[src/design/lbp_pkg.sv]
package lbp_pkg;

    // default line store and frame limits
    localparam int MAX_WIDTH_DEF  = 1024;
    localparam int MAX_HEIGHT_DEF = 4096;

    // field widths
    localparam int PIX_W        = 8;
    localparam int ROW_W        = 12;
    localparam int COL_W        = 10;
    localparam int CODE_W       = 8;
    localparam int WIDTH_REG_W  = 11;
    localparam int HEIGHT_REG_W = 13;
    localparam int CFG_DATA_W   = 13;

    // register reset values
    localparam int WIDTH_RESET  = 640;
    localparam int HEIGHT_RESET = 480;

    // number of result slots per pixel
    localparam int NUM_SLOTS = 4;

    // configuration register indexes
    typedef enum logic [0:0] {
        REG_IMAGE_WIDTH  = 1'b0,
        REG_IMAGE_HEIGHT = 1'b1
    } t_cfg_idx;

    // position of one pixel inside the frame
    typedef struct packed {
        logic [COL_W-1:0] col;
        logic [ROW_W-1:0] row;
        logic             row_end;
        logic             frame_end;
    } t_pos;

    // 3x3 window, grid[y][x], y = 0 is two rows above
    typedef logic [2:0][2:0][PIX_W-1:0] t_grid;

    // one column of the window, [0] two rows above, [2] newest pixel
    typedef logic [2:0][PIX_W-1:0] t_column;

    typedef logic [NUM_SLOTS-1:0][CODE_W-1:0] t_codes;

    // neighbor offsets, clockwise from top-left
    localparam int NB_DY [8] = '{-1, -1, -1, 0, 1, 1, 1, 0};
    localparam int NB_DX [8] = '{-1, 0, 1, 1, 1, 0, -1, -1};

    // lbp code of the center at grid (cy, cx); row_ok/col_ok mark grid
    // rows/columns that lie inside the frame
    function automatic logic [CODE_W-1:0] lbp_code(
        input t_grid      grid,
        input int         cy,
        input int         cx,
        input logic [2:0] row_ok,
        input logic [2:0] col_ok
    );
        logic [CODE_W-1:0] code;
        logic [PIX_W-1:0]  center;
        int                ny;
        int                nx;
        code   = '0;
        center = grid[cy][cx];
        for (int k = 0; k < 8; k++) begin
            ny = cy + NB_DY[k];
            nx = cx + NB_DX[k];
            if (ny >= 0 && ny <= 2 && nx >= 0 && nx <= 2) begin
                if (row_ok[ny] && col_ok[nx] && grid[ny][nx] >= center) begin
                    code[CODE_W-1-k] = 1'b1;
                end
            end
        end
        return code;
    endfunction

endpackage

[src/design/lbp_code_calc.sv]
module lbp_code_calc (
    input  logic             i_clk,
    input  logic             i_rst_n,
    input  logic             i_load,
    input  lbp_pkg::t_column i_cur,
    input  lbp_pkg::t_pos    i_pos,
    output lbp_pkg::t_codes  o_codes
);

    // two previous columns of the window, [y][0] older
    logic [2:0][1:0][lbp_pkg::PIX_W-1:0] r_win;
    lbp_pkg::t_grid                      grid;
    logic [2:0]                          row_ok;
    logic [2:0]                          col_ok;

    // shift the window by one column per pixel
    always_ff @(posedge i_clk) begin
        if (!i_rst_n) begin
            r_win <= '0;
        end else if (i_load) begin
            for (int y = 0; y < 3; y++) begin
                r_win[y][0] <= r_win[y][1];
                r_win[y][1] <= i_cur[y];
            end
        end
    end

    // assemble the 3x3 grid
    always_comb begin
        for (int y = 0; y < 3; y++) begin
            grid[y][0] = r_win[y][0];
            grid[y][1] = r_win[y][1];
            grid[y][2] = i_cur[y];
        end
    end

    // window rows/columns inside the frame
    assign row_ok = {1'b1, i_pos.row != '0, i_pos.row > lbp_pkg::ROW_W'(1)};
    assign col_ok = {1'b1, i_pos.col != '0, i_pos.col > lbp_pkg::COL_W'(1)};

    // four candidate centers, row-major
    assign o_codes[0] = lbp_pkg::lbp_code(grid, 1, 1, row_ok, col_ok);
    assign o_codes[1] = lbp_pkg::lbp_code(grid, 1, 2, row_ok, col_ok);
    assign o_codes[2] = lbp_pkg::lbp_code(grid, 2, 1, row_ok, col_ok);
    assign o_codes[3] = lbp_pkg::lbp_code(grid, 2, 2, row_ok, col_ok);

endmodule

[config.mk]
export PLATFORM = sky130hd
export DESIGN_NAME = lbp_code_calc
export DESIGN_NICKNAME = d
export VERILOG_FILES = /design/src/design/lbp_pkg.sv /design/src/design/lbp_code_calc.sv
export SDC_FILE = /design/constraint.sdc
export NUM_CORES = 1
export LEC_CHECK = 0
export BUFFER_PORTS_ARGS = -buffer_cell sky130_fd_sc_hd__buf_2
export CAP_MARGIN = 5
export CORE_MARGIN = 5
export CORE_UTILIZATION = 40
export DETAILED_ROUTE_END_ITERATION = 16
export MAX_ROUTING_LAYER = met4
export PLACE_DENSITY = 0.58
export SKIP_CTS_REPAIR_TIMING = 1
export SLEW_MARGIN = 10
export SYNTH_ARGS = -nofsm -noshare
export SYNTH_HDL_FRONTEND = slang
export SYNTH_SLANG_ARGS = --single-unit
export TNS_END_PERCENT = 50
[constraint.sdc]
create_clock -name i_clk -period 2 [get_ports i_clk]
set_input_delay 0.4 -clock i_clk [delete_from_list [all_inputs] [get_ports i_clk]]
set_output_delay 0.4 -clock i_clk [all_outputs]
set_load 0.01 [all_outputs]
== Word level (Yosys, flattened, before mapping) ==
Cells that the tools add are included.
Widths: inputs -> output; s select.

* Add/subtract/negate cells: 0
* Multipliers: 0
* Divide/modulo/power cells: 0
* Order comparisons: 23
* Eq/ne operators: 0
* Shifts and indexed selects: 0
* Muxes and demuxes: 21
* Bitwise gates (word level): 0
* Reductions and logical operators: 24

{| class="wikitable"
|+ Operator list
! kind !! number
|-
| $ge 8x8->1 || 21
|-
| $logic_and 1x1->1 || 22
|-
| $mux 1 || 21
|-
| $gt 12x1->1 const B || 1
|-
| $reduce_bool 12->1 || 1
|-
| $gt 10x1->1 const B || 1
|-
| $reduce_bool 10->1 || 1
|}

* Bits in registers: 48
* Latch bits: 0
* Bits in writable memories: 0
* ROM bits: 0
* Input port bits: 51
* Output and inout bits: 32
* Logic and storage cells: 74
* Memories kept: 0

== Logic depth before layout (Yosys ltp) ==
Gate-level depths: netlist of the first run.

* Depth in word-level cells: 4
* Mapped depth: 6
* Gate-level depth less buffers: 6

== Least setup slack after synthesis of the first run ==
No wires, ideal clock.

* Path kind: input -> output
* From: in i_cur[17] (netlist bit)
* To: out o_codes[31] (netlist bit)
* Data arrival time: 1.555 ns
* Required time: 1.600 ns
* Slack: 0.045 ns
* Stages: 6
* Buffers on the path: 0
* Cell sequence: inv_1 ha_1 nor2b_1 o211ai_1 a21oi_1 o41a_2

{| class="wikitable"
|+ RTL lines
! what !! RTL line !! text
|-
| start: declaration || lbp_code_calc.sv:5 || <nowiki>input lbp_pkg::t_column i_cur,</nowiki>
|-
| end: declaration || lbp_code_calc.sv:7 || <nowiki>output lbp_pkg::t_codes o_codes</nowiki>
|}

==> key figures, run 1 <==
Route
  • Drt first-iter violations: 105
  • Vias after detailed routing: 4,217
  • DR WL/cell: 16.6 um
  • Initial DRT Pass Iterations: 5
  • Final WL: 13.2 mm
  • ANT nets after route: 0
  • Via-to-Cell Ratio: roughly 5.3
  • DRC Markers: 0

Die
  • Starting Density: 0.410
  • Std-Cell Rows: 39
  • I/O Pins: 83
  • Die Span X: between 100 and 150 um
  • Die ar.: about 14,000 um^2
  • Core area: 11,500 um^2
  • Die height: between 100 and 150 um

Global route
  • Largest net degree at the start of global routing: 49
  • Initial antenna violation count: 0
  • First-pass GRT wire length: approximately 21 mm
  • Number of global-route vias before repair: 4,351
  • Final global-route overflow total: 0
  • GRT Util Overall: 0.189

Place
  • I/O Buffers: between 60 and 70
  • RD Place Congestion: 0.851
  • DP Wirelength: between 10 and 15 mm

Clock tree
  • CTS tree: built
  • # clock sinks: 48
  • Root Buffer: clkbuf_16
  • Max Root-Sink Buffers: 2
  • H-tree Lvls: 2
  • Clock-pin slew on the worst setup and hold paths: 0.07 ns
  • Clk_lat worst skew: 0.30 ns
  • CTS buffer count: 5

Synth
  • Synthesized area: 4700 um^2
  • Synthesized area per cell: 9.06 um^2
  • Post-Synthesis Cells: about 520
  • Top cell type's share of synthesized area: 0.319
  • Post-synth top flop: dfxtp_1
  • Most frequent cell after synthesis: ha_1
  • Synthesis-stage register bit count: 48
  • Synth Warn #: 0
  • FFs w/ async S/R, synth: 0
  • Synth unique cells: 39
  • Synth top area cells: ha_1, dfxtp_1, mux2i_1
  • Post-synth top cells: ha_1, nor2b_1, dfxtp_1, mux2i_1, a21oi_1
  • Dominant cell type by area after synthesis: ha_1
  • Register area share after synthesis: 0.204
  • EDFF count, synth: 0

Run status
  • Failing checks: negative setup slack
  • Status: finished with violations

Setup path
  • Worst path cell trace: buf_6 -> ha_4 -> nor2b_4 -> o211ai_1 -> a21oi_1 -> o41a_2 -> buf_6
  • Buf/Inv on CP: 2
  • CP Data Arrival Time: 1.99 ns
  • Slowest cell on the critical path: o41a_2
  • Cell with the most instances on the worst path: buf_6
  • CP required: 1.60 ns
  • Largest delay share family, worst path: compound AO/OA/AOI/OAI gates
  • Crit start category: flop
  • Setup Crit Path Kind: flop to primary output
  • Worst reg2reg path depth: 4
  • CP max stage delay: 0.45 ns
  • Worst Setup End Kind: primary output
  • CP Max Fanout: 3
  • Critical Path Stages: 7

Finish
  • Final net count: 819
  • Filler cells: around 1.0k
  • Layout cells sized above 1: 0.367
  • Final Core Density: 0.548
  • P&R area growth vs syn: 33.6%
  • Max reg flops: between 40 and 50
  • Antenna fix cells: 0

Worst hold path
  • Worst min-delay path class: input port to flop
  • Cells on Worst Hold Path: 3

STA
  • RSZ-0062 raised after global routing: yes
  • Setup Skew: 0.00691 ns
  • Max Slew Vio Count: 0
  • # setup viols final: 21
  • Min Tclk post-route: around 2.4 ns
  • Final Hold Viols: 0
  • Final WS setup: -0.393 ns
  • Final worst path period share: 1.20
  • Fmax: 0.418 GHz

Pwr
  • Pwr dens: roughly 500 nW/um^2
  • Combinational Power Share: 0.386
  • Static Leak: about 3.0 nW
  • Sequential power share: 0.330
  • Clk network pwr share: 0.284
  • Peak VDD IR: around 0.35 mV
  • Internal Power: 2.10 mW
  • NetSw: approximately 1.1 mW
  • Power, Total: 3.17 mW
  • Sw Ratio: 0.338

Run
  • Max-Cap Viols: 0
-- tightest hold or removal path: stages --
cell and delay (ns):
buf_2 0.09, mux2i_1 0.06, nor2b_1 0.09
-- worst paths after layout --
| path | from | to | slack, ns |
|---|---|---|---|
| setup / recovery | grid[33] | o_codes[31] | -0.39 |
| hold / removal | i_cur[22] | grid[62] | 0.38 |
| setup reg to reg | grid[37] | grid[37] | 1.13 |
| hold reg to reg | grid[0] | grid[0] | 0.51 |
-- power groups by stage --
stage / clock network, mW / registers, mW / logic [mW]
floorplan: 0 / 1.06 / 0.628
global placement: 0 / 1.06 / 1.01
detailed placement: 0 / 1.06 / 1.04
CTS: 0.934 / 1.04 / 1.05
global route: 0.963 / 1.05 / 1.36
finish: 0.901 / 1.05 / 1.22
-- area by class of cell --
type	instances	area [um^2]	area share
clock inverter	2	15.0	0.00239
clock buffer	6	139	0.0221
timing repair buffer	134	897	0.143
tap	143	179	0.0285
multi-input combinational	423	3930	0.625
inverter	36	143	0.0227
sequential	48	985	0.157
-- cell families after synthesis --
logic type / after synthesis / share of synthesized area
AO/OA/AOI/OAI: 109 / 0.149
AND/OR/NAND/NOR: 135 / 0.167
buffers and inverters: 58 / 0.0580
adder cells (fa/ha/maj): 120 / 0.319
flip-flops: 48 / 0.204
multiplexers: 48 / 0.102
other: 1 / 0.000797
-- through the flow --
step,setup WS [ns],TNS [ns],instance area [um^2],cells,hold WS [ns]
finish,-0.393,-5.04,6290,792,0.381
global placement,-0.247,-2.22,5630,782,0.498
floorplan,0.0448,0,4740,529,0.483
detailed placement,-0.275,-2.69,5630,782,0.513
global route,-0.449,-6.72,6290,792,0.393
CTS,-0.464,-6.91,5780,790,0.376
-- cells in the final DEF (no fill, tap or decap), types with 8 or more instances in the layout --
master     n
nand2_1    9
inv_1     20
inv_2     13
mux2i_1   48
buf_2     64
dfxtp_2   16
o21ai_1    8
a21o_1    10
a21oi_2    9
nor2_1    14
dfxtp_1   31
ha_4      18
nor2b_1   58
nand3_1    8
ha_1     102
nand4_1   13
conb_1    11
buf_4     60
a21oi_1   28
-- per-layer routing --
layer | routed length, um | GRT usage
met5 | 0 | -
met4 | 233 | 0.0489
met3 | 480 | 0.0287
met2 | 6670 | 0.345
met1 | 5790 | 0.215
Power figures use the tool's default switching activity.
==> run 2, diff against run 1 <==
Settings changed: ABC_AREA set to 1, CTS_CLUSTER_DIAMETER set to 100, REMOVE_ABC_BUFFERS set to 1.
==> run 2 against run 1 <==
  * The run still ends with negative setup slack left
  * Via count up 10%
  * Total power rose by 4.6%
  * First-iteration DRC count rose by 49%
  * Critical path depth unchanged
  * Clock-buffer cell count shrank 1
  * Flip-flop and latch count is the same
  * Sequential share of layout area rose by 0.32 points
  * Sequential power is 4% higher
  * Final cell count up 16%
  * Critical path type unchanged
  * Largest cell class unchanged
==> key figures, run 2 <==
Setup path
  • Setup Crit Path Kind: flop to primary output (unchanged)
  • Crit start category: flop (unchanged)
  • CP Max Fanout: 3 (unchanged)
  • CP Data Arrival Time: 1.76 ns (was 1.99 ns)
  • Worst reg2reg path depth: 3 (was 4)
  • CP required: 1.60 ns (about the same)
  • Worst Setup End Kind: primary output (unchanged)
  • R2R setup slack: 1.20 ns (was 1.13 ns)

Route
  • DRC Markers: 0 (unchanged)
  • Via-to-Cell Ratio: 5.08 (was 5.32)
  • DR WL/cell: 14.8 um (was 16.6 um)
  • Vias after detailed routing: 4,656 (was 4,217)
  • Top sig layer: met4 (unchanged)
  • Initial DRT Pass Iterations: 7 (was 5)
  • ANT nets after route: 0 (unchanged)
  • M1 wire length: 6.07 mm (was 5.79 mm)
  • Drt first-iter violations: 156 (was 105)
  • Final WL: 13.5 mm (was 13.2 mm)
  • Met2 WL: 6.78 mm (was 6.67 mm)
  • WL met3: 472 um (was 480 um)

STA
  • Worst hold margin: 0.385 ns (was 0.381 ns)
  • RSZ-0062 raised after global routing: yes (unchanged)
  • Min Tclk post-route: 2.16 ns (was 2.39 ns)
  • Max Slew Vio Count: 0 (unchanged)
  • Setup TNS: -1.00 ns (was -5.04 ns)
  • Final worst path period share: 1.08 (was 1.20)
  • # setup viols final: 16 (was 21)
  • Fmax: 0.464 GHz (was 0.418 GHz)
  • Setup Skew: 0.00470 ns (was 0.00691 ns)
  • Final WS setup: -0.156 ns (was -0.393 ns)
  • Final Hold Viols: 0 (unchanged)

Synth
  • Post-synth top cells: nand2_1, ha_1, inv_1 (was ha_1, nor2b_1, dfxtp_1, mux2i_1, a21oi_1)
  • Top cell type's share of synthesized area: 0.316 (was 0.319)
  • EDFF count, synth: 0 (unchanged)
  • Synth unique cells: 23 (was 39)
  • Post-Synthesis Cells: 688 (was 519)
  • Synthesis-stage register bit count: 48 (unchanged)
  • Register area share after synthesis: 0.202 (was 0.204)
  • Dominant cell type by area after synthesis: ha_1 (unchanged)
  • Post-synth top flop: dfxtp_1 (unchanged)
  • Synth top area cells: ha_1, dfxtp_1, nand2_1 (was ha_1, dfxtp_1, mux2i_1)
  • FFs w/ async S/R, synth: 0 (unchanged)
  • Synthesized area: 4760 um^2 (was 4700 um^2)
  • Synth Warn #: 0 (unchanged)
  • Most frequent cell after synthesis: nand2_1 (was ha_1)
  • Synthesized area per cell: 6.91 um^2 (was 9.06 um^2)

Die
  • Core area: 11,500 um^2 (about the same)
  • I/O Pins: 83 (unchanged)
  • Die ar.: 14,200 um^2 (was 14,000 um^2)
  • Die Span X: 119 um (was 118 um)
  • Std-Cell Rows: 39 (unchanged)
  • Die height: 119 um (was 118 um)
  • Starting Density: 0.413 (was 0.410)

Clock tree
  • Clock-pin slew on the worst setup and hold paths: 0.06 ns (was 0.07 ns)
  • H-tree Lvls: 2 (unchanged)
  • Max Root-Sink Buffers: 2 (unchanged)
  • Clk_lat worst skew: 0.29 ns (was 0.30 ns)
  • Root Buffer: clkbuf_16 (unchanged)
  • CTS buffer count: 5 (unchanged)
  • CTS tree: built (unchanged)
  • # clock sinks: 48 (unchanged)

Global route
  • Number of global-route vias before repair: 4,439 (was 4,351)
  • First-pass GRT wire length: 20.7 mm (was 21.1 mm)
  • GRT Util Overall: 0.183 (was 0.189)
  • Final global-route overflow total: 0 (unchanged)
  • Largest net degree at the start of global routing: 60 (was 49)
  • Initial antenna violation count: 0 (unchanged)

Pwr
  • Peak VDD IR: 0.351 mV (was 0.345 mV)
  • Combinational Power Share: 0.429 (was 0.386)
  • NetSw: 1.22 mW (was 1.07 mW)
  • Sequential power share: 0.328 (was 0.330)
  • Static Leak: 3.23 nW (was 2.98 nW)
  • Sw Ratio: 0.369 (was 0.338)
  • Pwr dens: 532 nW/um^2 (was 505 nW/um^2)
  • Internal Power: 2.09 mW (was 2.10 mW)
  • Clk network pwr share: 0.243 (was 0.284)

Finish
  • Most frequent cells in the layout: nand2_1, ha_1, inv_1, buf_2, nor2_1 (was ha_1, buf_2, buf_4, nor2b_1, mux2i_1)
  • Most common cell after layout, fill and taps aside: nand2_1 (was ha_1)
  • Max reg flops: 48 (unchanged)
  • Final net count: 946 (was 819)
  • P&R area growth vs syn: 31.2% (was 33.6%)
  • Filler cells: 1,106 (was 1,035)
  • Layout cells sized above 1: 0.320 (was 0.367)
  • Antenna fix cells: 0 (unchanged)

Place
  • Pre-CTS setup slack: -0.0764 ns (was -0.275 ns)
  • DP Wirelength: 10.3 mm (was 10.5 mm)
  • I/O Buffers: 69 (unchanged)
  • RD Place Congestion: 0.872 (was 0.851)

Worst hold path
  • Cells on Worst Hold Path: 3 (unchanged)
  • Worst min-delay path class: input port to flop (unchanged)

Run
  • Max-Cap Viols: 0 (unchanged)

Run status
  • Status: finished with violations (unchanged)
  • Failing checks: negative setup slack (unchanged)
## run 2: changes by cell type after synthesis, sizes merged, moves of 6 or more
cell / delta
inv: +61
mux2i: -48
a21oi: +39
nor2b: -60
o21ai: +30
a211oi: -6
nand3b: +9
o211ai: -7
nand4: -7
nand2: +148
nor2: +59
a31oi: -6
a21boi: -6
## run 2: cell type report
cell class	count	area (um^2)	share of cell area
Multi-Input combinational cell	527	3940	0.631
Sequential cell	48	997	0.160
Timing Repair Buffer	96	612	0.0981
Inverter	97	389	0.0624
Tap cell	143	179	0.0287
Clock buffer	5	125	0.0201
## run 2: metrics by stage
stage	instances	util	area (um^2)	total power, mW
after floorplan	672	-	4640	1.80
after global placement	907	0.464	5350	2.19
after detailed placement	907	0.464	5350	2.24
final	916	0.542	6240	3.32
after global routing	916	0.542	6240	3.59
after CTS	912	0.475	5470	3.05
## run 2: cells by family after synthesis
logic type,after synthesis,synth area share
fa+ha+maj,120,0.316
buf+inv,123,0.110
simple gates,257,0.218
compound gates,139,0.154
other cells,1,0.000788
flops,48,0.202
## run 2: worst paths after layout
path             from    endpoint
max          grid[61]  o_codes[9]
min          i_cur[2]    grid[10]
max reg2reg  grid[33]    grid[33]
min reg2reg   grid[4]     grid[4]
## run 2: per-layer routing
layer,vias up,GRT usage
li1,2411,-
met1,2135,0.228
met2,94,0.320
met3,16,0.0213
met4,0,0.0362
met5,-,-
## run 2: worst max-delay path: stages (launching register included)
cell	delay [ns]
dfxtp_4	0.37
inv_6	0.05
ha_4	0.28
nand2_4	0.05
nor2_4	0.14
nand4_1	0.21
a21oi_2	0.20
buf_2	0.16
## run 2: power groups by stage
stage                     clock network [mW]  registers [mW]  logic [mW]
after floorplan                            0            1.08       0.720
after global placement                     0            1.09        1.10
after detailed placement                   0            1.09        1.14
after CTS                              0.824            1.07        1.15
after global routing                   0.870            1.10        1.62
final                                  0.805            1.09        1.42
==> run 3, diff against run 2 <==
--- a/config.mk
+++ b/config.mk
@@ -7,5 +7,5 @@
 export LEC_CHECK = 0
 export ABC_AREA = 1
-export BUFFER_PORTS_ARGS = -buffer_cell sky130_fd_sc_hd__buf_2
+export BUFFER_PORTS_ARGS = -buffer_cell sky130_fd_sc_hd__buf_4
 export CAP_MARGIN = 5
 export CORE_MARGIN = 5
==> constraint.sdc (replaced) <==
create_clock -name i_clk -period 2 [get_ports i_clk]
set_input_delay 0.3 -clock i_clk [delete_from_list [all_inputs] [get_ports i_clk]]
set_output_delay 0.3 -clock i_clk [all_outputs]
set_load 0.01 [all_outputs]
==> run 3 against run 2 <==
  * The run still ends with negative setup slack left
  * Largest power group unchanged
  * First-iteration DRC count rose by 9.6%
  * Register-to-register slack about the same
  * Total power rose by 2.0%
  * Via count is 2.4% lower
==> key figures, run 3 (same netlist as run 2, synthesis figures left out) <==
Run status
  • Failing checks: negative setup slack (unchanged)
  • Status: finished with violations (unchanged)

Setup path
  • Crit start category: flop (unchanged)
  • CP max stage delay: 0.40 ns (was 0.37 ns)
  • Slowest cell on the critical path: dfxtp_4 (unchanged)
  • Worst Setup End Kind: primary output (unchanged)
  • CP Data Arrival Time: 1.70 ns (was 1.76 ns)
  • Worst reg2reg path depth: 3 (unchanged)
  • Reg2reg end: grid[33] (unchanged)
  • R2R setup slack: 1.20 ns (about the same)
  • Reg2reg start: grid[33] (unchanged)
  • CP required: 1.70 ns (was 1.60 ns)
  • Worst path cell trace: ha_4 -> nand2_2 -> nor2_4 -> nand4_1 -> a21oi_2 -> buf_4 (was inv_6 -> ha_4 -> nand2_4 -> nor2_4 -> nand4_1 -> a21oi_2 -> buf_2)
  • CP Max Fanout: 5 (was 3)
  • Setup Crit Path Kind: flop to primary output (unchanged)

Pwr
  • Static Leak: 3.23 nW (about the same)
  • Sw Ratio: 0.370 (was 0.369)
  • NetSw: 1.25 mW (was 1.22 mW)
  • Peak VDD IR: 0.429 mV (was 0.351 mV)
  • Combinational Power Share: 0.417 (was 0.429)
  • Clk network pwr share: 0.257 (was 0.243)
  • Sequential power share: 0.326 (was 0.328)
  • Internal Power: 2.13 mW (was 2.09 mW)
  • Pwr dens: 538 nW/um^2 (was 532 nW/um^2)

Route
  • WL met3: 480 um (was 472 um)
  • Drt first-iter violations: 171 (was 156)
  • Vias after detailed routing: 4,542 (was 4,656)
  • Met2 WL: 6.72 mm (was 6.78 mm)
  • Top sig layer: met4 (unchanged)
  • Via-to-Cell Ratio: 5.04 (was 5.08)
  • ANT nets after route: 0 (unchanged)
  • Final WL: 13.5 mm (about the same)
  • M1 wire length: 6.17 mm (was 6.07 mm)
  • Initial DRT Pass Iterations: 4 (was 7)
  • DR WL/cell: 15.0 um (was 14.8 um)
  • DRC Markers: 0 (unchanged)

Global route
  • GRT Util Overall: 0.182 (was 0.183)
  • Final global-route overflow total: 0 (unchanged)
  • First-pass GRT wire length: 20.7 mm (unchanged)
  • Initial antenna violation count: 0 (unchanged)
  • Number of global-route vias before repair: 4,294 (was 4,439)
  • Largest net degree at the start of global routing: 49 (was 60)

Clock tree
  • H-tree Lvls: 2 (unchanged)
  • Clk_lat worst skew: 0.29 ns (about the same)
  • Root Buffer: clkbuf_16 (unchanged)
  • CTS tree: built (unchanged)
  • # clock sinks: 48 (unchanged)
  • CTS buffer count: 5 (unchanged)
  • Clock-pin slew on the worst setup and hold paths: 0.07 ns (was 0.06 ns)
  • Max Root-Sink Buffers: 2 (unchanged)

Finish
  • Filler cells: 1,099 (was 1,106)
  • Layout cells sized above 1: 0.287 (was 0.320)
  • Area of the multi-input gates: 3920 um^2 (was 3940 um^2)
  • Most common cell after layout, fill and taps aside: nand2_1 (unchanged)
  • Fin cells: 902 (was 916)
  • Most frequent cells in the layout: nand2_1, ha_1, inv_1, buf_4, nor2_1 (was nand2_1, ha_1, inv_1, buf_2, nor2_1)
  • Max reg flops: 48 (unchanged)
  • Final net count: 929 (was 946)
  • FF/Latch Area: 1010 um^2 (was 997 um^2)
  • Antenna fix cells: 0 (unchanged)
  • P&R area growth vs syn: 32.2% (was 31.2%)

STA
  • Final WS setup: -0.00247 ns (was -0.156 ns)
  • Min Tclk post-route: 2.00 ns (was 2.16 ns)
  • Final Hold Viols: 0 (unchanged)
  • RSZ-0062 raised after global routing: yes (unchanged)
  • Fmax: 0.499 GHz (was 0.464 GHz)
  • # setup viols final: 1 (was 16)
  • Final worst path period share: 1.00 (was 1.08)
  • Max Slew Vio Count: 0 (unchanged)
  • Setup Skew: 0.00347 ns (was 0.00470 ns)
  • Setup TNS: -0.00247 ns (was -1.00 ns)

Place
  • Placed Instances: 889 (was 907)
  • RD Place Congestion: 0.828 (was 0.872)
  • DP Wirelength: 10.3 mm (about the same)
  • I/O Buffers: 69 (unchanged)

Worst hold path
  • Hold EP: grid[10] (unchanged)
  • Cells on Worst Hold Path: 3 (unchanged)
  • Worst min-delay path class: input port to flop (unchanged)
  • HP Start: i_cur[2] (unchanged)

Die
  • Starting Density: 0.413 (unchanged)
  • Die height: 119 um (unchanged)
  • Std-Cell Rows: 39 (unchanged)
  • Die ar.: 14,200 um^2 (unchanged)
  • Die Span X: 119 um (unchanged)
  • Core area: 11,500 um^2 (unchanged)
  • I/O Pins: 83 (unchanged)

Run
  • Max-Cap Viols: 0 (unchanged)
## run 3: changes by cell type in the layout (fill, tap and decap cells not counted), sizes merged
cell	previous run	this run
inv	97	98
clkinv	0	1
buf	96	79
clkinvlp	0	1
## run 3: routing by layer
layer / vias to the layer above / GRT usage
li1: 2397 / -
met1: 2053 / 0.237
met2: 82 / 0.307
met3: 10 / 0.0232
met4: 0 / 0.0319
met5: - / -
## run 3: cell type report
type	instances	share of cell area
inverter	97	0.0650
clock buffer	5	0.0199
sequential	48	0.161
clock inverter	3	0.00338
timing repair buffer	79	0.0999
multi-input combinational	527	0.623
tap	143	0.0284
## run 3: critical path, delay by kind of cell, from the launching register on
| kind | cells | cell delay [ns] |
|---|---|---|
| adders and majority gates | 1 | 0.28 |
| AOI/OAI and AO/OA | 1 | 0.22 |
| and+or+nand+nor | 3 | 0.37 |
| buffers and inverters | 1 | 0.14 |
| DFF | 1 | 0.40 |
## run 3: power groups by stage
stage	clock [mW]	sequential (mW)	combinational (mW)
after floorplan	0	1.08	0.720
after global placement	0	1.10	1.13
after detailed placement	0	1.10	1.17
after CTS	0.889	1.08	1.18
after global routing	0.926	1.11	1.60
final	0.869	1.10	1.41
## run 3: worst max-delay path by stage
stage / start / to
3_3_place_gp: i_cur[15] / o_codes[4]
4_1_cts: grid[37] / o_codes[5]
5_1_grt: grid[57] / o_codes[23]
6_report: grid[39] / o_codes[4]
3_5_place_dp: i_cur[15] / o_codes[4]
2_1_floorplan: grid[63] / o_codes[2]
## run 3: per-stage QoR
stage          worst slack (ns)  total power [mW]  area, um^2  utilization  hold slack (ns)
6_report               -0.00247              3.38        6290        0.546            0.265
5_1_grt                 -0.0750              3.64        6290        0.546            0.268
4_1_cts                  -0.226              3.14        5520        0.479            0.259
3_5_place_dp             0.0208              2.27        5370        0.466            0.496
3_3_place_gp             0.0424              2.23        5370        0.466            0.483
2_1_floorplan             0.450              1.80        4640            -            0.389
