**config.mk**
```make
export PLATFORM = sky130hd
export DESIGN_NAME = lbp_result_buf
export DESIGN_NICKNAME = d
export VERILOG_FILES = /design/src/design/lbp_pkg.sv /design/src/design/lbp_result_buf.sv
export SDC_FILE = /design/constraint.sdc
export NUM_CORES = 1
export LEC_CHECK = 0
export BUFFER_PORTS_ARGS = -buffer_cell sky130_fd_sc_hd__clkbuf_2
export CAP_MARGIN = 5
export CORE_MARGIN = 2
export CORE_UTILIZATION = 30
export CTS_BUF_LIST = sky130_fd_sc_hd__clkbuf_4
export DETAILED_ROUTE_END_ITERATION = 10
export MAX_ROUTING_LAYER = met4
export PLACE_DENSITY_LB_ADDON = 0.05
export REMOVE_ABC_BUFFERS = 1
export SLEW_MARGIN = 10
export SYNTH_ARGS = -nofsm -noshare
export SYNTH_HDL_FRONTEND = slang
export SYNTH_SLANG_ARGS = --single-unit
export TNS_END_PERCENT = 100
```
**constraint.sdc**
```tcl
create_clock -name i_clk -period 1.65 [get_ports i_clk]
set_input_delay 0.165 -clock i_clk [delete_from_list [all_inputs] [get_ports i_clk]]
set_output_delay 0.165 -clock i_clk [all_outputs]
set_load 0.05 [all_outputs]
```
**src/design/lbp_pkg.sv**
```systemverilog
package lbp_pkg;

    // default line store and frame limits
    localparam int MAX_WIDTH_DEF  = 1024;
    localparam int MAX_HEIGHT_DEF = 4096;

    // field widths
    localparam int PIX_W        = 8;
    localparam int ROW_W        = 12;
    localparam int COL_W        = 10;
    localparam int CODE_W       = 8;
    localparam int WIDTH_REG_W  = 11;
    localparam int HEIGHT_REG_W = 13;
    localparam int CFG_DATA_W   = 13;

    // register reset values
    localparam int WIDTH_RESET  = 640;
    localparam int HEIGHT_RESET = 480;

    // number of result slots per pixel
    localparam int NUM_SLOTS = 4;

    // configuration register indexes
    typedef enum logic [0:0] {
        REG_IMAGE_WIDTH  = 1'b0,
        REG_IMAGE_HEIGHT = 1'b1
    } t_cfg_idx;

    // position of one pixel inside the frame
    typedef struct packed {
        logic [COL_W-1:0] col;
        logic [ROW_W-1:0] row;
        logic             row_end;
        logic             frame_end;
    } t_pos;

    // 3x3 window, grid[y][x], y = 0 is two rows above
    typedef logic [2:0][2:0][PIX_W-1:0] t_grid;

    // one column of the window, [0] two rows above, [2] newest pixel
    typedef logic [2:0][PIX_W-1:0] t_column;

    typedef logic [NUM_SLOTS-1:0][CODE_W-1:0] t_codes;

    // neighbor offsets, clockwise from top-left
    localparam int NB_DY [8] = '{-1, -1, -1, 0, 1, 1, 1, 0};
    localparam int NB_DX [8] = '{-1, 0, 1, 1, 1, 0, -1, -1};

    // lbp code of the center at grid (cy, cx); row_ok/col_ok mark grid
    // rows/columns that lie inside the frame
    function automatic logic [CODE_W-1:0] lbp_code(
        input t_grid      grid,
        input int         cy,
        input int         cx,
        input logic [2:0] row_ok,
        input logic [2:0] col_ok
    );
        logic [CODE_W-1:0] code;
        logic [PIX_W-1:0]  center;
        int                ny;
        int                nx;
        code   = '0;
        center = grid[cy][cx];
        for (int k = 0; k < 8; k++) begin
            ny = cy + NB_DY[k];
            nx = cx + NB_DX[k];
            if (ny >= 0 && ny <= 2 && nx >= 0 && nx <= 2) begin
                if (row_ok[ny] && col_ok[nx] && grid[ny][nx] >= center) begin
                    code[CODE_W-1-k] = 1'b1;
                end
            end
        end
        return code;
    endfunction

endpackage

```
**src/design/lbp_result_buf.sv**
```systemverilog
module lbp_result_buf (
    input  logic                         i_clk,
    input  logic                         i_rst_n,
    input  logic                         i_load,
    input  lbp_pkg::t_codes              i_codes,
    input  lbp_pkg::t_pos                i_pos,
    output logic                         o_free,
    output logic                         o_valid,
    input  logic                         i_ready,
    output logic [lbp_pkg::ROW_W-1:0]    o_row,
    output logic [lbp_pkg::COL_W-1:0]    o_column,
    output logic [lbp_pkg::CODE_W-1:0]   o_code,
    output logic                         o_last
);

    logic [lbp_pkg::NUM_SLOTS-1:0] r_pend;
    logic [lbp_pkg::NUM_SLOTS-1:0] n_pend;
    lbp_pkg::t_codes               r_codes;
    logic [lbp_pkg::ROW_W-1:0]     r_row;
    logic [lbp_pkg::COL_W-1:0]     r_col;

    logic [lbp_pkg::NUM_SLOTS-1:0] mask;
    logic [lbp_pkg::NUM_SLOTS-1:0] sel_bit;
    logic [1:0]                    sel;
    logic                          take;
    logic                          row_upper;
    logic                          row_lower;
    logic                          c_left;
    logic                          c_right;

    // slots that this pixel fills: bit1 of slot picks the lower row,
    // bit0 the right column
    assign row_upper = i_pos.row != '0;
    assign row_lower = i_pos.frame_end;
    assign c_left    = i_pos.col != '0;
    assign c_right   = i_pos.row_end;
    assign mask      = {row_lower & c_right, row_lower & c_left,
                        row_upper & c_right, row_upper & c_left};

    // first pending slot
    always_comb begin
        if (r_pend[0]) begin
            sel = 2'd0;
        end else if (r_pend[1]) begin
            sel = 2'd1;
        end else if (r_pend[2]) begin
            sel = 2'd2;
        end else begin
            sel = 2'd3;
        end
    end

    assign sel_bit = lbp_pkg::NUM_SLOTS'(1) << sel;
    assign o_valid = r_pend != '0;
    assign take    = o_valid && i_ready;
    assign o_last  = (r_pend & ~sel_bit) == '0;
    assign o_free  = !o_valid || (take && o_last);

    // result fields of the shown slot
    assign o_row    = sel[1] ? r_row : r_row - lbp_pkg::ROW_W'(1);
    assign o_column = sel[0] ? r_col : r_col - lbp_pkg::COL_W'(1);
    assign o_code   = r_codes[sel];

    // pending mask
    always_comb begin
        if (i_load) begin
            n_pend = mask;
        end else if (take) begin
            n_pend = r_pend & ~sel_bit;
        end else begin
            n_pend = r_pend;
        end
    end

    always_ff @(posedge i_clk) begin
        if (!i_rst_n) begin
            r_pend <= '0;
        end else begin
            r_pend <= n_pend;
        end
    end

    // payload of a new pixel's results
    always_ff @(posedge i_clk) begin
        if (i_load) begin
            r_codes <= i_codes;
            r_row   <= i_pos.row;
            r_col   <= i_pos.col;
        end
    end

endmodule

```
# Word level (Yosys, flattened, before mapping)
# Cells that the tools add are included.
# W data, S select, Z words.
[totals]
reg_bits = 58
in_bits = 60
word_cells = 35
[op_classes]
bitwise_logic = 6
add_sub_neg = 2
n_lt_le_gt_ge = 1
n_reduce_logical = 9
muxes = 9
n_shift = 1
[ops]
columns = ["operator", "count"]
rows = [
  ["$bmux W8 S2", 1],
  ["$mux W12", 1],
  ["$reduce_bool A12 Y1", 1],
  ["$sub A12 B1 Y12 const B", 1],
  ["$mux W10", 1],
  ["$reduce_bool A10 Y1", 1],
  ["$sub A10 B1 Y10 const B", 1],
  ["$mux W4", 2],
  ["$mux W8", 1],
  ["$and A1 B1 Y1", 4],
  ["$and A4 B4 Y4", 1],
  ["$logic_not A4 Y1", 1],
  ["$mux W2", 2],
  ["$not A4 Y4", 1],
  ["$reduce_bool A4 Y1", 1],
  ["$shl A1 B2 Y4 const A", 1],
  ["$lt A2 B3 Y1 const B", 1],
  ["$logic_and A1 B1 Y1", 2],
  ["$reduce_bool A2 Y1", 1],
  ["$logic_not A1 Y1", 1],
  ["$logic_or A1 B1 Y1", 1],
  ["$mux W1", 1],
]

# Depth between registers and ports, before layout
# Gate-level depths: netlist of the first run.
[logic_depth]
ltp_word = 9
depth_mapped = 5
ltp_nobuf = 5

# Worst setup path before layout of the first run
# Ideal clock, no wire load.
[synth_timing]
path_type = "register -> output"
startpoint = "reg r_row[4] in the netlist's numbering"
endpoint = "out o_row[10] in the netlist's numbering"
stages_incl_launch_ff = 5
path_slack_ns = -0.871
n_path_buf = 0
required_ns = 1.485
arrival_time_ns = 2.356
cell_sequence = "edfxtp_1 or3_4 or3_4 or3b_1 xnor2_1"
[synth_between]
elab_chain_cells = 2
[synth_lines]
columns = ["item", "line", "text"]
rows = [
  ["start, declared", "lbp_result_buf.sv:19", "logic [lbp_pkg::ROW_W-1:0] r_row;"],
  ["start signal, assigned", "lbp_result_buf.sv:87", "r_row <= i_pos.row;"],
  ["$sub A12 B1 Y12", "lbp_result_buf.sv:60", "assign o_row = sel[1] ? r_row : r_row - lbp_pkg::ROW_W'(1);"],
  ["$mux W12", "lbp_result_buf.sv:60", ""],
  ["end, declared", "lbp_result_buf.sv:10", "output logic [lbp_pkg::ROW_W-1:0] o_row,"],
]
# No other way between the ends.

# Worst setup path after layout of the first run
[layout_timing]
startpoint = "reg r_row[6] in the netlist's numbering"
endpoint = "out o_row[10] in the netlist's numbering"
# The elaborated chain is that of the path after synthesis.

==> metrics.md, run 1 <==
| Metric | Value |
|---|---|
| Clk_skew | `0.00979 ns` |
| Wire length per cell | `13.9 um` |
| Failing checks | `setup timing` |
| FILL cells | `slightly above 600` |
| Die area | `between 9000 and 10000 um2` |
| Seq. cell area | `roughly 1700 um2` |
| CP peak stage delay | `approximately 0.4 ns` |
| Global-route wire length before repair | `roughly 10000 um` |
| Fin worst setup slack | `-0.778 ns` |
| Max Freq | `slightly above 400 MHz` |
| Starting DRC count in detailed routing | `47` |
| GRT Resource Usage Total | `between 15 and 20%` |
| Final Util | `between 60% and 70%` |
| Vias in the first global route | `between 2000 and 2500` |
| Status | `complete, but fails checks` |
| Initial DRT Pass Iterations | `4` |
| Critical path launch point type | `register` |
| Synthesized cell area | `around 2500 um2` |
| Async SR Flop Fraction | `0%` |
| Ys flop type | `edfxtp_1` |
| CTS sink count | `58` |
| Design Power | `roughly 4.5 mW` |
| Post-Route Setup TNS | `-11.79 ns` |
| Vias | `roughly 2300` |
| Diode count | `0` |
| Cell Count, Final, Fillers Out | `~510` |
| Number of buffers inserted by port buffering | `92` |
| CP Data Required Time | `about 1.5 ns` |
| Leakage | `about 2.2 nW` |
| Worst hold margin | `just over 0.04 ns` |
| Multi-input logic area | `approximately 1200 um2` |
| Dpl hpwl | `4260 um` |
| Syn Area/Cell | `13.1 um2` |
| Inserted Clock Buffers | `9` |
| Worst vdd ir | `about 0.44 mV` |
| Die W | `95.8 um` |
| Synth-to-Final Area Change | `106%` |
| Max-slew violation count | `0` |
| Yosys Warn Count | `0` |
| R2R depth | `8` |
| Number of synthesized flops with an enable pin | `54` |
| Root buffer cell | `clkbuf_4` |
| Height of the die | `95.8 um` |
| Fin area | `between 5000 and 6000 um2` |
| Most frequent cells in the layout | `clkbuf_2, dlygate4sd3_1, edfxtp_1, buf_4` |
| Core area | `slightly above 8000 um2` |
| Sequential-to-total area share from yosys stat | `roughly two thirds` |
| Clock Tree Buf Depth | `2` |
| H-tree depth | `3` |
| End of the worst register-to-register path | `r_pend[3]` |
| Hold Violations, Final | `0` |
| Most common cell after layout, fill and taps aside | `clkbuf_2` |
| Top cell type's share of synthesized area | `64.1%` |
| Max-cap viol count | `0` |
| Cell Area, Placed | `~3500 um2` |
| GP Congestion | `~0.71` |
| Top area cells in the synthesized netlist | `edfxtp_1, mux2i_1, xnor2_1` |
| Io pins | `between 90 and 100` |
| Hold Crit Class | `in2reg` |
| Layout cells sized above 1 | `a little under three fifths` |
| Crit Path Class | `reg2out` |
| Syn Inst Count | `~190` |
| Most used cell along the critical path | `or3_4` |
| Clock-pin slew of the registers on the worst-case setup and hold paths | `about 0.1 ns` |
| Reg2reg setup slack | `about 0.20 ns` |
| Slew @ Worst Pin | `around 0.41 ns` |
| Routed wire length | `about 7000 um` |
| Hold_sp | `i_rst_n` |
| Post-synth cell types | `35` |
| Final period utilization | `147%` |
| Rows | `33` |
| CP Capture Type | `primary output` |
| Placement Setup Slack | `-0.453 ns` |
| Largest net degree at the start of global routing | `29` |
| Power per Cell Area | `858 nW/um2` |
| Tmin final | `approximately 2.4 ns` |
| Synth Register Bits | `58` |
| Cells after DPL | `around 420` |
| Post-route ant nets | `0` |
| Critical-path cell list | `or3_4, or3_4, or3b_4, xnor2_2, buf_8` |
| GRT overflow | `0` |
| Total Nets Final | `465` |
| Cell depth of the worst hold path | `2` |
| Drt drc | `0` |
| Initial cell density of the core | `between 30% and 40%` |
| Skew-Pair Late Insertion Delay | `roughly 0.38 ns` |
| RR Startpoint | `r_pend[0]` |
| Hold Crit Endpoint | `r_pend[2]` |
| Antenna violations before repair | `0` |
| Via density | `~4.4` |
| Slowest CP cell | `or3_4` |
| Setup Viol. Count Final | `33` |
| RSZ-0062 raised after global routing | `yes` |
| CTS tree | `built` |
| Critical-path maximum fanout | `3` |
| Slew headroom | `roughly 72%` |
| Area leader, netlist | `edfxtp_1` |
| Worst Path Arrival | `2.26 ns` |
[routing by layer]
metal | up-vias | share of wire [%] | global-route usage, %
met5 | - | 0 | -
met4 | 0 | 0.90 | 6.43
met3 | 7 | 3.9 | 3.60
met2 | 64 | 54 | 27.7
met1 | 1068 | 41 | 17.6
li1 | 1129 | - | -
[Yosys cell counts (all sizes together), types with 4 or more instances]
| master | count |
|---|---|
| xnor2 | 11 |
| o21ai | 10 |
| dfxtp | 4 |
| nor4 | 8 |
| mux2i | 10 |
| clkbuf | 4 |
| edfxtp | 54 |
| xor2 | 8 |
| a21oi | 8 |
| nand2 | 18 |
| inv | 7 |
| or3 | 4 |
| nor2 | 17 |
| nand3 | 6 |
[registers in the layout, indices dropped and copies added, names as in the netlist]
signal,cells
r_pend,4
r_codes,32
r_col,10
r_row,12
[cell type report]
class | count | area share (%)
timing repair buffer | 205 | 37.6
sequential | 58 | 32.7
multi-input combinational | 122 | 23.0
tap | 105 | 2.52
clock inverter | 6 | 2.01
clock buffer | 10 | 1.44
inverter | 7 | 0.743
[where the power goes]
group,switching (mW),internal (mW),total [mW]
registers,0.0564,1.73,1.79
clock network,0.518,0.777,1.30
logic,0.692,0.706,1.40
[worst max path at each step]
stage / startpoint / endpoint / slack (ns) / depth (start not counted)
after global routing: r_row[4] / o_row[10] / -0.89 / 5
after detailed placement: r_row[6] / o_row[10] / -0.45 / 5
after global placement: r_row[6] / o_row[10] / -0.43 / 5
after CTS: r_row[6] / o_row[10] / -0.83 / 5
final: r_row[6] / o_row[10] / -0.78 / 5
after floorplan: r_pend[2] / o_free / -1.01 / 4
[cell families after synthesis]
family	share of synthesized area (%)
muxes	3.96
adders and majority gates	1.38
and+or+nand+nor	12.5
DFF	67.3
AOI/OAI and AO/OA	6.38
xor gates and xnor gates	6.58
buffers and inverters	1.98
[worst max-delay path, delay by kind of cell (launching register included)]
kind          cells  cell delay, ns
flops             1            0.39
simple gates      3            1.16
buf+inv           1            0.17
xor+xnor          1            0.17
[what timing repair did]
item / in CTS / in global routing
endpoints found under the setup margin: 33 / 33
hold endpoints to repair: 55 / 0
hold buffers: 55 / 0
pin swaps: 21 / 21
resized for setup: 133 / 47
cloned: 1 / 0
buffers inserted: 12 / 16
Power figures use the tool's default switching activity.
==> run 2, diff against run 1 <==
GPL_TIMING_DRIVEN = 0   (was not set)
==> run 2 against run 1 <==
The run still ends with setup timing left. Clock power is essentially flat. Final area is 5.4% lower. Die area unchanged. Sequential power about the same. First-iteration DRC count up 64%. Critical path depth is the same. Global-route usage fell by 0.33 points. Critical path type unchanged. Critical endpoint unchanged. Largest power group unchanged.
==> metrics.md, run 2 (synthesis results as in run 1) <==
| Metric | Value |
|---|---|
| Power per Cell Area | `877 nW/um2 (+2.2%)` |
| Fin area | `4940 um2 (-5.4%)` |
| Clk_skew | `0.00801 ns (-0.00178 ns)` |
| Crit path launch | `r_row[4]` |
| Inserted Clock Buffers | `9 (unchanged)` |
| Hold_sp | `i_rst_n` |
| Leakage | `2.04 nW (-7.4%)` |
| Dpl hpwl | `3700 um (-13%)` |
| CP Data Required Time | `1.48 ns (about the same)` |
| Tmin final | `2.45 ns (+0.0182 ns)` |
| Height of the die | `95.8 um (unchanged)` |
| CTS tree | `built` |
| Skew-Pair Late Insertion Delay | `0.39 ns (about the same)` |
| Initial DRT Pass Iterations | `4 (unchanged)` |
| Seq. cell area | `1710 um2 (+0.29%)` |
| H-tree depth | `3 (unchanged)` |
| Antenna violations before repair | `0 (unchanged)` |
| Cell Area, Placed | `3100 um2 (-11%)` |
| Die area | `9180 um2 (unchanged)` |
| GRT Resource Usage Total | `15.6% (-0.33 points)` |
| Clock-pin slew of the registers on the worst-case setup and hold paths | `0.10 ns (about the same)` |
| Critical path launch point type | `register` |
| Largest register by flop count | `r_codes` |
| Hold Crit Class | `in2reg` |
| Via density | `4.52 (+2.2%)` |
| Fin worst setup slack | `-0.796 ns (-0.0182 ns)` |
| Cells after DPL | `384 (-7.5%)` |
| Initial cell density of the core | `30.9% (unchanged)` |
| Die W | `95.8 um (unchanged)` |
| Diode count | `0 (unchanged)` |
| Vias in the first global route | `2175 (-3.1%)` |
| Worst vdd ir | `0.692 mV (+56%)` |
| GRT overflow | `0 (unchanged)` |
| Max-cap viol count | `0 (unchanged)` |
| Rows | `33 (unchanged)` |
| Slowest CP cell | `or3_4` |
| RSZ-0062 raised after global routing | `yes` |
| Post-Route Setup TNS | `-11.82 ns (-0.0244 ns)` |
| Crit Path Class | `reg2out` |
| Reg2reg setup slack | `0.36 ns (+0.16 ns)` |
| Post-route ant nets | `0 (unchanged)` |
| Status | `complete, but fails checks` |
| Critical-path cell list | `or3_4, or3_4, or3b_1, xnor2_1, clkbuf_8` |
| Max-slew violation count | `0 (unchanged)` |
| Number of buffers inserted by port buffering | `92 (unchanged)` |
| CTS sink count | `58 (unchanged)` |
| Failing checks | `setup timing` |
| Largest net degree at the start of global routing | `60 (+110%)` |
| Root buffer cell | `clkbuf_4` |
| Layout cells sized above 1 | `52.7% (-2.7 points)` |
| Routed wire length | `7000 um (-1.8%)` |
| Drt drc | `0 (unchanged)` |
| CP Capture Type | `primary output` |
| Number of buffers and inverters on the critical path | `1 (unchanged)` |
| Biggest regs | `r_codes: 32 flops, r_row: 12 flops, r_col: 10 flops` |
| Slew headroom | `47.2% (-25 points)` |
| Critical-path maximum fanout | `3 (unchanged)` |
| Top cell family by delay on the critical path | `simple AND/OR/NAND/NOR gates` |
| Synth-to-Final Area Change | `95.3%` |
| Wire length per cell | `14.0 um (+0.73%)` |
| Core area | `8180 um2 (unchanged)` |
| Setup Viol. Count Final | `33 (unchanged)` |
| Clock Tree Buf Depth | `2 (unchanged)` |
| Worst Path Arrival | `2.28 ns (+0.02 ns)` |
| Hold Violations, Final | `0 (unchanged)` |
| Cell Count, Final, Fillers Out | `500 (-2.5%)` |
| Most used cell along the critical path | `or3_4` |
| GP Congestion | `0.749 (+5.6%)` |
| FILL cells | `630 (+1.9%)` |
| Vias | `2260 (-0.35%)` |
| Max Freq | `409 MHz (-0.75%)` |
| Most common cell after layout, fill and taps aside | `clkbuf_2` |
| RR Startpoint | `r_pend[1]` |
| CP peak stage delay | `0.41 ns (about the same)` |
| Total Nets Final | `452 (-2.8%)` |
| Slew @ Worst Pin | `0.792 ns (+0.380 ns)` |
| Io pins | `93 (unchanged)` |
| Multi-input logic area | `1120 um2 (-6.6%)` |
| Starting DRC count in detailed routing | `77 (+64%)` |
| Most frequent cells in the layout | `clkbuf_2, dlygate4sd3_1, edfxtp_1, buf_4, clkbuf_8` |
| Global-route wire length before repair | `10200 um (-2.8%)` |
| Final period utilization | `148% (+1.1 points)` |
| Design Power | `4.33 mW (-3.3%)` |
| Number of flip-flops in the largest register | `32 (unchanged)` |
==> run 2: cell types whose count changed in the layout (fill, tap and decap cells not counted), sizes merged <==
cell,change
buf,-20
bufbuf,-1
clkbuf,+8
clkinv,-1
inv,+1
==> run 2: where the power goes <==
part / switching [mW] / internal (mW) / total (mW)
Clock: 0.516 / 0.777 / 1.29
Sequential: 0.0629 / 1.73 / 1.79
Combinational: 0.654 / 0.593 / 1.25
Total: 1.23 / 3.10 / 4.33
==> run 2: per-stage QoR <==
stage / hold WS [ns] / setup slack, ns / utilization (%)
after floorplan: 0.264 / -1.01 / -
after global placement: 0.342 / -1.02 / 37.9
after detailed placement: 0.344 / -0.964 / 37.9
after CTS: 0.0154 / -0.849 / 54.9
after global routing: 0.0355 / -0.907 / 60.4
final: 0.0322 / -0.796 / 60.4
==> run 2: path summary, 6_finish.rpt <==
| path | endpoint | depth (start not counted) |
|---|---|---|
| worst min-delay path | r_pend[2] | 2 |
| worst min register to register | r_pend[3] | 2 |
| worst max-delay path | o_row[10] | 5 |
| worst max register to register | r_pend[3] | 7 |
==> run 2: repair_timing <==
action,CTS,global route
resized for setup,122,74
buffers inserted,25,22
hold endpoints to repair,55,0
pin swaps,13,19
gates cloned,0,1
setup endpoints to repair,34,33
hold buffers,55,0
==> run 2: final cells by class <==
| class | count | share of cell area (%) |
|---|---|---|
| multi-input cells | 122 | 22.7 |
| well taps | 105 | 2.66 |
| clock inverters | 6 | 2.13 |
| repair buffers | 192 | 35.7 |
| flip-flops and latches | 58 | 34.7 |
| inverters | 7 | 0.633 |
| clock buffers | 10 | 1.52 |
==> run 2: per-layer routing <==
metal / vias to the layer above / global-route usage (%) / routed length [um]
li1: 1106 / - / -
met1: 1049 / 17.0 / 2810
met2: 89 / 27.3 / 3760
met3: 16 / 3.21 / 344
met4: 0 / 6.90 / 82
met5: - / - / 0
==> run 3, diff against run 2 <==
clock period = 3.1 ns   (was 1.65 ns; I/O delays follow)
==> run 3 against run 2 <==
The run now ends clean. Global-route usage shrank 3.4 points. Largest cell class is now flip-flops and latches. Critical path type unchanged. Total power fell by 54%. Non-clock buffer count decreased by 100. Sequential power shrank 46%. Hold slack improved by 0.059 ns.
==> metrics.md, run 3 (synthesis results as in run 1) <==
| Metric | Value |
|---|---|
| Initial cell density of the core | `30.9% (unchanged)` |
| Cell Area, Placed | `3100 um2 (unchanged)` |
| Biggest regs | `r_codes: 32 flops, r_row: 12 flops, r_col: 10 flops` |
| Die W | `95.8 um (unchanged)` |
| H-tree depth | `3 (unchanged)` |
| Largest net degree at the start of global routing | `60 (unchanged)` |
| Cells after DPL | `384 (unchanged)` |
| Routed wire length | `5170 um (-26%)` |
| Final period utilization | `90.1%` |
| Crit Path Class | `reg2out` |
| Crit path launch | `r_pend[1]` |
| Clock Tree Buf Depth | `2 (unchanged)` |
| Post-route ant nets | `0 (unchanged)` |
| Total Nets Final | `352 (-22%)` |
| Vias in the first global route | `1688 (-22%)` |
| CP Capture Type | `primary output` |
| Wire length per cell | `12.9 um (-7.7%)` |
| Dpl hpwl | `3700 um (unchanged)` |
| Cell Count, Final, Fillers Out | `400 (-20%)` |
| Most common cell after layout, fill and taps aside | `clkbuf_2` |
| Max-cap viol count | `0 (unchanged)` |
| Die area | `9180 um2 (unchanged)` |
| Starting DRC count in detailed routing | `72 (-6.5%)` |
| Fin worst setup slack | `0.306 ns (+1.10 ns)` |
| GP Congestion | `0.749 (unchanged)` |
| Post-Route Setup TNS | `0 ns (+11.82 ns)` |
| Worst Path Arrival | `2.48 ns (+0.20 ns)` |
| Status | `finished, final reports clean` |
| GRT Resource Usage Total | `12.2% (-3.4 points)` |
| Number of buffers and inverters on the critical path | `1 (unchanged)` |
| Slew headroom | `47.3% (+0.12 points)` |
| Io pins | `93 (unchanged)` |
| Placement Setup Slack | `0.341 ns (+1.31 ns)` |
| Hold Violations, Final | `0 (unchanged)` |
| Worst vdd ir | `0.343 mV (-50%)` |
| CTS tree | `built` |
| Slew @ Worst Pin | `0.791 ns (-0.00178 ns)` |
| Reg2reg setup slack | `1.82 ns (+1.46 ns)` |
| Rows | `33 (unchanged)` |
| RR Startpoint | `r_pend[1]` |
| Number of buffers inserted by port buffering | `92 (unchanged)` |
| Max-slew violation count | `0 (unchanged)` |
| Antenna violations before repair | `0 (unchanged)` |
| Top cell family by delay on the critical path | `simple AND/OR/NAND/NOR gates` |
| GRT overflow | `0 (unchanged)` |
| Setup Buffers After CTS | `0 (-100%)` |
| Max Freq | `358 MHz` |
| Critical-path cell list | `o21bai_1, or4_1, nor4_1, xor2_1, clkbuf_2` |
| Layout cells sized above 1 | `38.6% (-14 points)` |
| Clock-pin slew of the registers on the worst-case setup and hold paths | `0.10 ns (about the same)` |
| Worst hold margin | `0.0908 ns (+0.0586 ns)` |
| Diode count | `0 (unchanged)` |
| End of the worst register-to-register path | `r_pend[3]` |
| Number of flip-flops in the largest register | `32 (unchanged)` |
| Critical path launch point type | `register` |
| Global-route wire length before repair | `7950 um (-22%)` |
| Power per Cell Area | `611 nW/um2 (-30%)` |
| Synth-to-Final Area Change | `30.0%` |
| Via density | `4.44 (-1.8%)` |
| RSZ-0062 raised after global routing | `no` |
| Setup Viol. Count Final | `0 (-100%)` |
| CP Data Required Time | `2.79 ns (+1.31 ns)` |
| Skew-Pair Late Insertion Delay | `0.38 ns (about the same)` |
| Hold Crit Class | `in2reg` |
| Crit path depth | `5 (unchanged)` |
| Slowest CP cell | `dfxtp_2` |
| Fin area | `3290 um2 (-33%)` |
| CTS sink count | `58 (unchanged)` |
| Critical-path maximum fanout | `23 (+20)` |
| R2R depth | `4 (-3)` |
| CP peak stage delay | `0.65 ns (+0.24 ns)` |
| Initial DRT Pass Iterations | `4 (unchanged)` |
| Core area | `8180 um2 (unchanged)` |
| Clk_skew | `0.00441 ns (-0.00360 ns)` |
| Leakage | `1.35 nW (-34%)` |
| Height of the die | `95.8 um (unchanged)` |
| Drt drc | `0 (unchanged)` |
| Tmin final | `about 2.8 ns` |
| Hold_sp | `i_codes[11]` |
| Largest register by flop count | `r_codes` |
| Inserted Clock Buffers | `9 (unchanged)` |
| Vias | `1776 (-21%)` |
| Most frequent cells in the layout | `clkbuf_2, edfxtp_1, nand2_1, nor2_1` |
| Crit path to | `o_row[11]` |
| Root buffer cell | `clkbuf_4` |
[run 3: cell count changes in the layout (fill, tap and decap cells not counted), moves of 6 or more]
cell	delta
o21ai_1	-7
nor2_4	-6
buf_6	-18
clkbuf_8	-21
buf_4	-24
clkbuf_2	+33
buf_8	-12
nor2_1	+11
o21ai_0	+10
dlygate4sd3_1	-55
[run 3: metal layers]
metal	global-route usage (%)	share of wire, %	vias to the layer above
li1	-	-	904
met1	14.1	44	803
met2	19.2	48	66
met3	3.60	8.1	3
met4	6.07	0.52	0
met5	-	0	-
[run 3: worst min-delay path by stage]
| stage | cells past startpoint | endpoint | slack, ns |
|---|---|---|---|
| final | 1 | r_codes[11] | 0.09 |
| after global routing | 1 | r_codes[23] | 0.04 |
| after CTS | 1 | r_codes[11] | 0.06 |
| after detailed placement | 1 | r_codes[19] | 0.49 |
| after global placement | 1 | r_codes[19] | 0.49 |
| after floorplan | 0 | r_codes[0] | 0.41 |
[run 3: cell type report]
cell class,count,area [um2]
Fill cell,820,4890
Sequential cell,58,1700
Multi-Input combinational cell,122,783
Timing Repair Buffer,92,463
Tap cell,105,131
Clock inverter,6,105
Clock buffer,10,75.1
Inverter,7,26.3
[run 3: per-stage QoR]
| step | power [mW] | util [%] |
|---|---|---|
| after global routing | 2.10 | 40.2 |
| final | 2.01 | 40.2 |
| after detailed placement | 1.35 | 37.9 |
| after CTS | 2.04 | 40.2 |
| after global placement | 1.35 | 37.9 |
| after floorplan | 1.22 | - |
[run 3: what timing repair did]
action                                 in CTS  in global routing
hold buffers                                0                  0
endpoints found under the hold margin       0                  0
setup endpoints to repair                   2                  1
resized for setup                           2                  1
[run 3: power by group]
part | total, mW | switching (mW) | internal, mW | leakage (nW)
Clock | 0.683 | 0.269 | 0.414 | 0.100
Combinational | 0.362 | 0.259 | 0.103 | 0.683
Sequential | 0.964 | 0.0409 | 0.923 | 0.562
